## src/hdl/fec_block_window_tracker_macros.svh

```systemverilog
// Assertion macros shared by the tracker RTL.
`ifndef FEC_BLOCK_WINDOW_TRACKER_MACROS_SVH
`define FEC_BLOCK_WINDOW_TRACKER_MACROS_SVH
`ifndef ASSERT_OFF
`define FBWT_ASSERT_IMPLY(label, ante, cons) \
	label: assert property (@(posedge clk) disable iff (!arst_n) (ante) |-> (cons)) \
		else $error("implication check failed");
`define FBWT_ASSERT_NEXT(label, ante, cons) \
	label: assert property (@(posedge clk) disable iff (!arst_n) (ante) |=> (cons)) \
		else $error("next-cycle check failed");
`else
`define FBWT_ASSERT_IMPLY(label, ante, cons)
`define FBWT_ASSERT_NEXT(label, ante, cons)
`endif
`endif

```

## src/hdl/fbwt_pkg.sv

```systemverilog
// Package with widths, codes and defaults of the FEC block window tracker.
package fbwt_pkg;
	localparam int RING_DEPTH_DEF = 8;
	localparam int MAX_BLOCK_DEF  = 64;
	localparam int SEQ_W     = 32;
	localparam int TYPE_W    = 4;
	localparam int ACT_W     = 3;
	localparam int SLOT_W    = 3;
	localparam int OFF_W     = 6;
	localparam int READY_W   = 4;
	localparam int CFG_W     = 7;
	localparam int CFG_IDX_W = 1;
	localparam int COUNT_W   = 16;

	localparam logic [CFG_IDX_W-1:0] REG_BLOCK_LEN = 1'd0;
	localparam logic [CFG_IDX_W-1:0] REG_SRC_COUNT = 1'd1;
	localparam logic [CFG_W-1:0] BLOCK_LEN_RESET = 7'd8;
	localparam logic [CFG_W-1:0] SRC_COUNT_RESET = 7'd6;

	localparam logic [TYPE_W-1:0] CANDIDATE_TYPE = 4'd2;

	localparam logic [ACT_W-1:0] ACT_NEW   = 3'd0;
	localparam logic [ACT_W-1:0] ACT_PLACE = 3'd1;
	localparam logic [ACT_W-1:0] ACT_OLD   = 3'd2;
	localparam logic [ACT_W-1:0] ACT_RESET = 3'd3;
	localparam logic [ACT_W-1:0] ACT_OUT   = 3'd4;
endpackage

```

## src/hdl/fec_block_window_tracker.sv

```systemverilog
// Top level of the FEC block window tracker: ring memories, divider, placement and scan.
// Usage: a packet transaction is offered with start high and taken at a clock edge where
// busy is low; seq_num and type_nibble are sampled at that edge. The block then works
// alone and presents one result for exactly one cycle with done high: action, ring_slot,
// block_offset and ready_window. The receiver cannot stall, so nothing waits on it.
// Steps per packet: the accept, the bit-serial remainder and a decision; then, as needed,
// a search of the ring for the window of an older block plus a read-modify-write of its
// record when found, or a clear of the bases on a ring reset; then a scan over the record
// memory and the result.
// Only one packet is in flight; the remainder loop and the single memory read port
// set that figure. Configuration writes (cfg_we, cfg_idx, cfg_data) take effect at once;
// the user makes them only while busy is low, which the block itself does not enforce.
// After reset the block clears both memories with busy high.
`include "fec_block_window_tracker_macros.svh"
module fec_block_window_tracker
	import fbwt_pkg::*;
#(
	parameter int RING_DEPTH = RING_DEPTH_DEF,
	parameter int MAX_BLOCK  = MAX_BLOCK_DEF
) (
	input  logic               clk,
	input  logic               arst_n,
	input  logic               start,
	output logic               busy,
	input  logic [SEQ_W-1:0]   seq_num,
	input  logic [TYPE_W-1:0]  type_nibble,
	input  logic               cfg_we,
	input  logic [CFG_IDX_W-1:0] cfg_idx,
	input  logic [CFG_W-1:0]   cfg_data,
	output logic               done,
	output logic [ACT_W-1:0]   action,
	output logic [SLOT_W-1:0]  ring_slot,
	output logic [OFF_W-1:0]   block_offset,
	output logic [READY_W-1:0] ready_window
);
	localparam int IW = $clog2(RING_DEPTH);
	localparam int NW = $clog2(RING_DEPTH + 1);

	typedef struct packed {
		logic [MAX_BLOCK-1:0] recv;
		logic [MAX_BLOCK-1:0] mark;
		logic [COUNT_W-1:0]   count;
	} rec_t;

	localparam logic [3:0] S_INIT  = 4'd0;
	localparam logic [3:0] S_IDLE  = 4'd1;
	localparam logic [3:0] S_DIV   = 4'd2;
	localparam logic [3:0] S_DEC   = 4'd3;
	localparam logic [3:0] S_BACK  = 4'd4;
	localparam logic [3:0] S_PLACE = 4'd5;
	localparam logic [3:0] S_CLR   = 4'd6;
	localparam logic [3:0] S_SCAN  = 4'd7;
	localparam logic [3:0] S_DONE  = 4'd8;

	logic [3:0]          state_q;
	logic [CFG_W-1:0]    block_len_q, src_count_q;
	logic [IW-1:0]       ring_start_q, clr_idx_q, k_q, slot_q;
	logic [SEQ_W-1:0]    seq_q, seq_sh_q, base_end_q, base_start_q, diff_q;
	logic [TYPE_W-1:0]   type_q;
	logic [CFG_W-1:0]    rem_q;
	logic [4:0]          div_cnt_q;
	logic [ACT_W-1:0]    action_q;
	logic [NW-1:0]       left_q, num_s1, found_q, second_q;
	logic                v_s1, done_q;

	logic [SEQ_W-1:0]    base_mem [RING_DEPTH];
	rec_t                rec_mem [RING_DEPTH];
	logic [SEQ_W-1:0]    base_rd_q;
	rec_t                rec_rd_q;

	logic                base_we, rec_we;
	logic [IW-1:0]       base_waddr, base_raddr, rec_waddr, rec_raddr;
	logic [SEQ_W-1:0]    base_wdata;
	rec_t                rec_wdata;

	logic [CFG_W-1:0]    bl, lim;
	logic [MAX_BLOCK-1:0] src_mask, off_bit;
	logic [CFG_W:0]      div_t;
	logic [SEQ_W-1:0]    base;
	logic [IW-1:0]       end_idx, start_nxt, p_idx, scan_addr;
	logic [IW:0]         p_sum, scan_sum;
	logic [NW-1:0]       scan_i;
	logic                is_cand, hit;
	logic [SEQ_W:0]      far_sum;
	rec_t                placed;
	logic [IW+SLOT_W-1:0] slot_ext;
	logic [NW+READY_W-1:0] ready_ext;
	logic                drop_act;

	always_comb begin
		if (block_len_q == '0) begin
			bl = 7'd1;
		end else if (block_len_q > CFG_W'(MAX_BLOCK)) begin
			bl = CFG_W'(MAX_BLOCK);
		end else begin
			bl = block_len_q;
		end
		lim = (src_count_q < bl) ? src_count_q : bl;
		for (int j = 0; j < MAX_BLOCK; j++) begin
			src_mask[j] = (CFG_W'(j) < lim);
		end
	end

	assign div_t     = {rem_q, seq_sh_q[SEQ_W-1]};
	assign base      = seq_q - {{(SEQ_W-CFG_W){1'b0}}, rem_q};
	assign end_idx   = (ring_start_q == '0) ? IW'(RING_DEPTH - 1) : ring_start_q - 1'b1;
	assign start_nxt = (ring_start_q == IW'(RING_DEPTH - 1)) ? '0 : ring_start_q + 1'b1;
	assign p_sum     = {1'b0, end_idx} + (IW+1)'(RING_DEPTH) - {1'b0, k_q};
	assign p_idx     = (end_idx >= k_q) ? end_idx - k_q : p_sum[IW-1:0];
	assign scan_i    = NW'(RING_DEPTH) - left_q;
	assign scan_sum  = {1'b0, end_idx} + (IW+1)'(RING_DEPTH) - {1'b0, scan_i[IW-1:0]};
	assign scan_addr = (end_idx >= scan_i[IW-1:0]) ? end_idx - scan_i[IW-1:0]
		: scan_sum[IW-1:0];
	assign far_sum   = {1'b0, base} + {{(SEQ_W-CFG_W){1'b0}}, bl, 1'b0};
	assign off_bit   = MAX_BLOCK'(1) << rem_q[$clog2(MAX_BLOCK)-1:0];
	assign is_cand   = (type_q == CANDIDATE_TYPE);
	assign hit       = v_s1 && ({{(COUNT_W-CFG_W){1'b0}}, src_count_q} <= rec_rd_q.count)
		&& (|(rec_rd_q.recv & rec_rd_q.mark & src_mask));

	always_comb begin
		placed = rec_rd_q;
		placed.recv = rec_rd_q.recv | off_bit;
		placed.mark = is_cand ? (rec_rd_q.mark | off_bit) : (rec_rd_q.mark & ~off_bit);
		if (rec_rd_q.count != {COUNT_W{1'b1}}) begin
			placed.count = rec_rd_q.count + 1'b1;
		end
	end

	always_comb begin
		base_we    = 1'b0;
		base_waddr = clr_idx_q;
		base_wdata = '0;
		base_raddr = (state_q == S_IDLE) ? end_idx : ring_start_q;
		rec_we     = 1'b0;
		rec_waddr  = clr_idx_q;
		rec_wdata  = '0;
		rec_raddr  = (state_q == S_SCAN) ? scan_addr : p_idx;
		case (state_q)
			S_INIT: begin
				base_we = 1'b1;
				rec_we  = 1'b1;
			end
			S_CLR: begin
				base_we = 1'b1;
			end
			S_DEC: begin
				if (base > base_end_q) begin
					base_we    = 1'b1;
					base_waddr = ring_start_q;
					base_wdata = base;
					rec_we     = 1'b1;
					rec_waddr  = ring_start_q;
					rec_wdata.recv  = off_bit;
					rec_wdata.mark  = is_cand ? off_bit : '0;
					rec_wdata.count = COUNT_W'(1);
				end
			end
			S_PLACE: begin
				rec_we    = 1'b1;
				rec_waddr = slot_q;
				rec_wdata = placed;
			end
			default: begin
			end
		endcase
	end

	always_ff @(posedge clk) begin
		if (base_we) begin
			base_mem[base_waddr] <= base_wdata;
		end
		base_rd_q <= base_mem[base_raddr];
	end

	always_ff @(posedge clk) begin
		if (rec_we) begin
			rec_mem[rec_waddr] <= rec_wdata;
		end
		rec_rd_q <= rec_mem[rec_raddr];
	end

	always_ff @(posedge clk or negedge arst_n) begin
		if (!arst_n) begin
			block_len_q <= BLOCK_LEN_RESET;
			src_count_q <= SRC_COUNT_RESET;
		end else if (cfg_we) begin
			case (cfg_idx)
				REG_BLOCK_LEN: block_len_q <= cfg_data;
				REG_SRC_COUNT: src_count_q <= cfg_data;
				default: begin
				end
			endcase
		end
	end

	always_ff @(posedge clk) begin
		case (state_q)
			S_IDLE: begin
				seq_q    <= seq_num;
				seq_sh_q <= seq_num;
				type_q   <= type_nibble;
				rem_q    <= '0;
			end
			S_DIV: begin
				seq_sh_q <= {seq_sh_q[SEQ_W-2:0], 1'b0};
				rem_q    <= (div_t >= {1'b0, bl}) ? CFG_W'(div_t - {1'b0, bl})
					: div_t[CFG_W-1:0];
				if (div_cnt_q == 5'd0) begin
					base_end_q <= base_rd_q;
				end
				if (div_cnt_q == 5'd1) begin
					base_start_q <= base_rd_q;
				end
			end
			S_DEC: begin
				diff_q <= base_end_q - base;
			end
			S_BACK: begin
				diff_q <= diff_q - {{(SEQ_W-CFG_W){1'b0}}, bl};
			end
			default: begin
			end
		endcase
	end

	always_ff @(posedge clk or negedge arst_n) begin
		if (!arst_n) begin
			state_q      <= S_INIT;
			ring_start_q <= '0;
			clr_idx_q    <= '0;
			div_cnt_q    <= '0;
			k_q          <= '0;
			slot_q       <= '0;
			action_q     <= ACT_NEW;
			left_q       <= '0;
			num_s1       <= '0;
			found_q      <= '0;
			second_q     <= '0;
			v_s1         <= 1'b0;
			done_q       <= 1'b0;
		end else begin
			done_q <= 1'b0;
			v_s1   <= (state_q == S_SCAN) && (left_q != '0);
			num_s1 <= left_q;
			case (state_q)
				S_INIT, S_CLR: begin
					clr_idx_q <= clr_idx_q + 1'b1;
					if (clr_idx_q == IW'(RING_DEPTH - 1)) begin
						clr_idx_q <= '0;
						left_q    <= NW'(RING_DEPTH);
						state_q   <= (state_q == S_INIT) ? S_IDLE : S_SCAN;
					end
				end
				S_IDLE: begin
					if (start) begin
						div_cnt_q <= '0;
						found_q   <= '0;
						second_q  <= '0;
						state_q   <= S_DIV;
					end
				end
				S_DIV: begin
					div_cnt_q <= div_cnt_q + 1'b1;
					if (div_cnt_q == 5'd31) begin
						state_q <= S_DEC;
					end
				end
				S_DEC: begin
					slot_q <= '0;
					left_q <= NW'(RING_DEPTH);
					k_q    <= '0;
					if (base > base_end_q) begin
						action_q     <= ACT_NEW;
						slot_q       <= ring_start_q;
						ring_start_q <= start_nxt;
						state_q      <= S_SCAN;
					end else if (base < base_start_q) begin
						if (far_sum <= {1'b0, base_start_q}) begin
							action_q     <= ACT_RESET;
							ring_start_q <= '0;
							state_q      <= S_CLR;
						end else begin
							action_q <= ACT_OLD;
							state_q  <= S_SCAN;
						end
					end else begin
						state_q <= S_BACK;
					end
				end
				S_BACK: begin
					if (diff_q >= {{(SEQ_W-CFG_W){1'b0}}, bl}) begin
						if (k_q == IW'(RING_DEPTH - 1)) begin
							action_q <= ACT_OUT;
							state_q  <= S_SCAN;
						end else begin
							k_q <= k_q + 1'b1;
						end
					end else begin
						slot_q  <= p_idx;
						state_q <= S_PLACE;
					end
				end
				S_PLACE: begin
					action_q <= ACT_PLACE;
					state_q  <= S_SCAN;
				end
				S_SCAN: begin
					if (left_q != '0) begin
						left_q <= left_q - 1'b1;
					end
					if (hit) begin
						if (found_q == '0) begin
							found_q <= num_s1;
						end else if (second_q == '0) begin
							second_q <= num_s1;
						end
					end
					if (left_q == '0 && v_s1) begin
						done_q  <= 1'b1;
						state_q <= S_DONE;
					end
				end
				S_DONE: begin
					state_q <= S_IDLE;
				end
				default: begin
					state_q <= S_IDLE;
				end
			endcase
		end
	end

	assign slot_ext     = {{SLOT_W{1'b0}}, slot_q};
	assign ready_ext    = {{READY_W{1'b0}}, (second_q != '0) ? second_q : found_q};
	assign busy         = (state_q != S_IDLE);
	assign done         = done_q;
	assign action       = action_q;
	assign ring_slot    = slot_ext[SLOT_W-1:0];
	assign block_offset = rem_q[OFF_W-1:0];
	assign ready_window = ready_ext[READY_W-1:0];
	assign drop_act     = (action == ACT_OLD) || (action == ACT_RESET) || (action == ACT_OUT);

	`FBWT_ASSERT_NEXT(a_accept_busy, start && !busy, busy)
	`FBWT_ASSERT_NEXT(a_done_single, done, !done)
	`FBWT_ASSERT_IMPLY(a_drop_slot_zero, done && drop_act, ring_slot == '0)
	`FBWT_ASSERT_IMPLY(a_offset_range, done, {1'b0, block_offset} < bl)
endmodule
```

## config.mk

```make
export PLATFORM = sky130hd
export DESIGN_NAME = fec_block_window_tracker
export DESIGN_NICKNAME = d
export VERILOG_FILES = /design/src/hdl/fbwt_pkg.sv /design/src/hdl/fec_block_window_tracker.sv
export VERILOG_INCLUDE_DIRS = /design/src /design/src/hdl
export SDC_FILE = /design/constraint.sdc
export NUM_CORES = 2
export LEC_CHECK = 0
export BUFFER_PORTS_ARGS = -buffer_cell sky130_fd_sc_hd__buf_4
export CAP_MARGIN = 15
export CORE_UTILIZATION = 32
export DETAILED_ROUTE_END_ITERATION = 8
export GPL_TIMING_DRIVEN = 0
export SYNTH_ARGS = -nofsm -noshare
export SYNTH_HDL_FRONTEND = slang
export SYNTH_SLANG_ARGS = --single-unit
```

## constraint.sdc

```tcl
create_clock -name clk -period 14 [get_ports clk]
set_input_delay 1.4 -clock clk [delete_from_list [all_inputs] [get_ports clk]]
set_output_delay 1.4 -clock clk [all_outputs]
set_load 0.005 [all_outputs]
```

[Word level (Yosys, flattened, before mapping)]
Memories as Yosys holds them, arrays and structs flattened. A register that Yosys moved wholly into a read port is not among the register bits.
Index checks and enable logic that the tools add are counted.
Word-level totals
  output and inout port bits: 18
  memories: 2
  bits of input ports: 48
  flip-flop bits (word level): 227
  memory bits (writable): 1408
Operators by class
  reduce and logical (&&, ||, !) cells: 36
  eq/ne operators: 30
  $lt $le $gt $ge: 74
  shift operators: 1
  bitwise operators: 7
  add/subtract/negate cells: 18
  muxes and demuxes: 73
Memory list
  rec_mem: words 8, width 144, rd ports 1, clocked after memory_dff 1, wr ports 1, line fec_block_window_tracker.sv:67  | rec_t rec_mem [RING_DEPTH];
  base_mem: words 8, width 32, rd ports 1, clocked after memory_dff 1, wr ports 1, line fec_block_window_tracker.sv:66  | logic [SEQ_W-1:0] base_mem [RING_DEPTH];
Operators by type and width (number)
  one-hot mux 144 bit (2 select lines): 1
  < comparator 6 x 7 -> 1 bit (first input constant): 32
  AND 64 bit: 3
  2-to-1 mux 144 bit: 1
  2-to-1 mux 64 bit: 2
  bitwise OR 64 bit: 2
  one-hot mux 32 bit (2 select lines): 2
  < comparator 5 x 7 -> 1 bit (first input constant): 16
  2-to-1 mux 4 bit: 17
  2-to-1 mux 32 bit: 2
  NOT 64 bit: 1
  OR reduction 64 bit: 1
  << shifter 1 x 6 -> 64 bit (first input constant): 1
  subtractor 32 x 7 -> 32 bit: 2
  2-to-1 mux 3 bit: 21
  < comparator 4 x 7 -> 1 bit (first input constant): 8
  adder 32 x 8 -> 33 bit: 1
  less-or-equal comparator 33 x 32 -> 1 bit: 1
  >= comparator 32 x 7 -> 1 bit: 1
  > comparator 32 bit: 1
  < comparator 32 bit: 1
  subtractor 32 bit: 1
  < comparator 3 x 7 -> 1 bit (first input constant): 4
  2-to-1 mux 7 bit: 4
  other kinds (51): 113

[Logic depth before layout (Yosys ltp)]
  depth after elaboration: 11
  mapped depth: 29
  depth with buffers taken out: 28

[Worst setup path after synthesis]
Ideal clock, no wire load.
  path kind: reg2reg
  start: register rem_q[3]
  end: memory rec_mem[0][0] (netlist name) (enable)
  data required time: 13.177 ns
  slack: -1.516 ns
  arrival time: 14.693 ns
  buffers on the path: 2
  period minus slack after synthesis: 15.516 ns
  cell stages (with the launch flop): 21
  cell sequence: edfxtp_1 > clkbuf_1 > inv_1 > ha_1 > or3_1 > o211a_1 > clkbuf_1 > nor3_1 > xor2_1 > inv_1 > ha_1 > a21o_1 > a21o_1 > a22oi_1 > o2111ai_1 > a311oi_1 > o21ba_2 > o21ai_0 > a311o_1 > nand4b_1 > nor3_1
On the way
  word-level cells in the longest chain between the ends: 6
  elaborated cells on any way between the ends: 8
  those cells by class: 1 x add/sub; 1 x order compare; 6 x mux
RTL lines
  start, declared: line fec_block_window_tracker.sv:60  | logic [CFG_W-1:0] rem_q;
  start signal, assigned: line fec_block_window_tracker.sv:206  | rem_q <= (div_t >= {1'b0, bl}) ? CFG_W'(div_t - {1'b0, bl})
  subtractor 32 x 7 -> 32 bit (*): line fec_block_window_tracker.sv:105  | assign base = seq_q - {{(SEQ_W-CFG_W){1'b0}}, rem_q};
  > comparator 32 bit (*): line fec_block_window_tracker.sv:147  | if (base > base_end_q) begin
  2-to-1 mux 1 bit: line fec_block_window_tracker.sv:147
  one-hot mux 1 bit (2 select lines): line fec_block_window_tracker.sv:138  | case (state_q)
  2-to-1 mux 1 bit: line fec_block_window_tracker.sv:176  | if (rec_we) begin
  2-to-1 mux 1 bit (implied by the code): line fec_block_window_tracker.sv:177  | rec_mem[rec_waddr] <= rec_wdata;
  end, declared: line fec_block_window_tracker.sv:67
Mark *: on every way between the ends. The rest lies on a longest branch, timed or not.

[Worst setup path after layout]
  start: register rem_q[4]
  end: memory rec_mem[4][49] (netlist name) (enable)
Same word-level chain as after synthesis.

==> impl_metrics.py <==
metrics = {
    "logic_synthesis": {
        "synth_compound_area_share_pct": 6.39,
        "synth_edf_count": 1579,
        "ys_seq_elements": 1811,
        "syn-cell-area_sq_um": 77700,
        "synthAdderAreaFrac_pct": 2.63,
        "synthXorXnorAreaFrac_pct": 1.39,
        "yosysSeqAreaShare_pct": 67.4,
        "async_flop_share_pct": 3.09,
        "ys.flop_type": "edfxtp_1",
        "netlist_instances": 6485,
        "ys_types": 84,
        "synth_warnings": 0,
        "yosys.area_share.simple_pct": 16.2,
        "synthMuxAreaShare_pct": 3.59,
        "syn_avg_cell_area_sq_um": 12.0,
        "synth_top_family_by_area": "simple AND/OR/NAND/NOR gates",
        "synth_nets": 6692,
    },
    "critical_path": {
        "critical_path_class": "reg -> reg",
        "crit_path_end_kind": "flop",
        "path_max_fanout": 24,
        "worstRegToRegCells": 22,
        "cp_data_arrival_time_ns": 10.01,
        "worstPathRequired_ns": 14.51,
        "crit_path_start_kind": "flop",
    },
    "cts": {
        "cts_buffers": 179,
        "clk_pin_slew_ns": 0.06,
        "cts-root-buf": "clkbuf_16",
        "clock-sinks": 1811,
        "tritoncts": "yes",
        "cts-resized-gates": 0,
        "htreeDepth": 4,
        "cts_max_path_buffers": 3,
        "postCtsHoldBufs": 0,
        "cts_post_setup_buffers_inserted": 0,
        "clock_latency_ns": 0.84,
    },
    "finish": {
        "nNetsFinal": 7035,
        "syn_to_final_growth_pct": 16.5,
        "layout_commonest_cell": "nand2_1",
        "final_cell_mix": "1641 x nand2_1, 1579 x edfxtp_1, 784 x nand3_1",
        "final_cells": 10200,
        "drive_above_1_share_pct": 8.95,
        "final_cell_area_sq_um": 90500,
    },
    "drt": {
        "wirelength_um": 249000,
        "vias": 53900,
        "drc": 0,
        "dr.pass1.iters": 6,
        "final_antenna_net_count": 0,
        "drt_iter0_markers": 6003,
        "drt-vias-per-instance": 5.30,
        "drt-wirelength-per-cell_um": 24.5,
    },
    "die": {
        "io_pins": 66,
        "chipWidth_um": 495,
        "core-area_sq_um": 241000,
        "start_util_pct": 32.2,
        "rows": 180,
        "dieArea_sq_um": 245000,
        "die_y_um": 495,
    },
    "timing": {
        "grt_setup_unrepaired": "no",
        "period_needed_ns": 9.50,
        "finalSetupTns_ns": 0,
        "worst_pin_slew_ns": 1.39,
        "hold_viol": 0,
        "skew_ns": 0.0470,
        "period_share_pct": 67.9,
        "drv_slew": 0,
        "fmax_mhz": 105,
        "setup_viol": 0,
        "slew_headroom_pct": 7.57,
    },
    "global_route": {
        "grt_pass1_wl_um": 359000,
        "gr-usage-all-layers_pct": 20.0,
        "grt-ovfl-total": 0,
        "grt_max_degree": 57,
        "antenna_found_initial": 7,
        "grt_pass1_vias": 51600,
    },
    "placement": {
        "post-dp-hpwl_um": 180000,
        "numPortBuffers": 65,
        "dpl.cell_count": 9826,
        "gp_congestion": 0.996,
        "dpl-instance-area_sq_um": 84100,
    },
    "hold_path": {
        "hp-class": "reg -> reg",
        "hold_depth": 0,
    },
    "run_status": {
        "outcome": "complete, no violations",
    },
    "run": {
        "drv_cap": 0,
    },
}
final cells by class:
| cell class | instances | area (sq um) |
|---|---|---|
| Antenna cell | 5 | 12.5 |
| Buffer | 355 | 1360 |
| Clock buffer | 243 | 5010 |
| Clock inverter | 92 | 1230 |
| Fill cell | 23000 | 151000 |
| Inverter | 132 | 497 |
| Multi-Input combinational cell | 4187 | 23700 |
| Sequential cell | 1811 | 52300 |
| Tap cell | 3185 | 3990 |
| Timing Repair Buffer | 162 | 2350 |
per-layer routing:
metal  routed length, um  vias up  GRT usage [%]
met5                   0        -              0
met4                9390        0           7.75
met3               18900      372           2.94
met2              114000     2208           31.4
met1              107000    27100           27.9
li1                    -    24300              -
critical path, cell delays in order (launching register included):
cell and delay [ns]:
edfxtp_1 0.55, clkbuf_1 0.54, inv_1 0.47, ha_1 0.49
o21ai_0 0.11, nand2b_1 0.08, o211a_1 0.40, clkbuf_1 0.58
nor2_1 0.11, xnor2_1 0.38, ha_1 0.37, a2111o_1 0.42
o21ai_0 0.50, o2111ai_1 0.29, a311oi_1 0.94, o21ba_2 0.37
o21ai_0 0.11, a311o_1 0.40, nand4b_1 0.50, nor2_4 0.79
buf_12 0.28, buf_16 0.19, buf_12 0.21
registers in the layout, indices dropped and copies added, names as in the netlist, 3 cells and up:
register,cells
action,3
base_end_q,32
base_mem,256
base_rd_q,32
base_start_q,32
block_len_q,7
clr_idx_q,3
diff_q,32
div_cnt_q,5
found_q,4
k_q,3
left_q,4
num_s1,4
rec_mem,1152
rec_rd_q,144
rem_q,7
ring_slot,3
ring_start_q,3
second_q,4
seq_q,32
seq_sh_q,32
src_count_q,7
state_q,4
type_q,4
logic make-up after synthesis:
family                   after synthesis
multiplexers                         192
AND/OR/NAND/NOR                     2901
adder cells (fa/ha/maj)              159
XOR/XNOR                             123
AO/OA/AOI/OAI                        812
buffers and inverters                487
flip-flops                          1811
through the flow:
stage,worst slack (ns),utilization (%),hold WS (ns)
2_1_floorplan,2.35,-,0.395
3_3_place_gp,-5.63,34.1,0.408
6_report,4.50,37.5,0.427
5_1_grt,4.11,37.5,0.438
4_1_cts,4.58,37.5,0.428
3_5_place_dp,4.63,34.9,0.413
final timing paths:
| kind | start | to | slack [ns] |
|---|---|---|---|
| worst min register to register | base_rd_q[5] | base_start_q[5] | 0.43 |
| worst min-delay path | base_rd_q[5] | base_start_q[5] | 0.43 |
| max in group asynchronous | arst_n | block_len_q[6] | 12.73 |
| min in group asynchronous | arst_n | div_cnt_q[1] | 0.64 |
| worst max register to register | rem_q[4] | rec_mem[4][49] | 4.50 |
| worst max-delay path | rem_q[4] | rec_mem[4][49] | 4.50 |
synthesized netlist by cell type, types with 89 or more instances:
cell | count | area (sq um)
o22ai_1 | 125 | 782
nand3_1 | 784 | 3920
xnor2_1 | 89 | 780
dfxtp_1 | 176 | 3520
nor2_1 | 201 | 754
clkbuf_1 | 311 | 1170
inv_1 | 130 | 488
a21oi_1 | 182 | 911
edfxtp_1 | 1579 | 47400
o21ai_0 | 252 | 1260
nand2_1 | 1642 | 6160
ha_1 | 152 | 1900
Power is not shown: default switching activity piles up to over one toggle a cycle in this logic, so the estimate is an artifact.
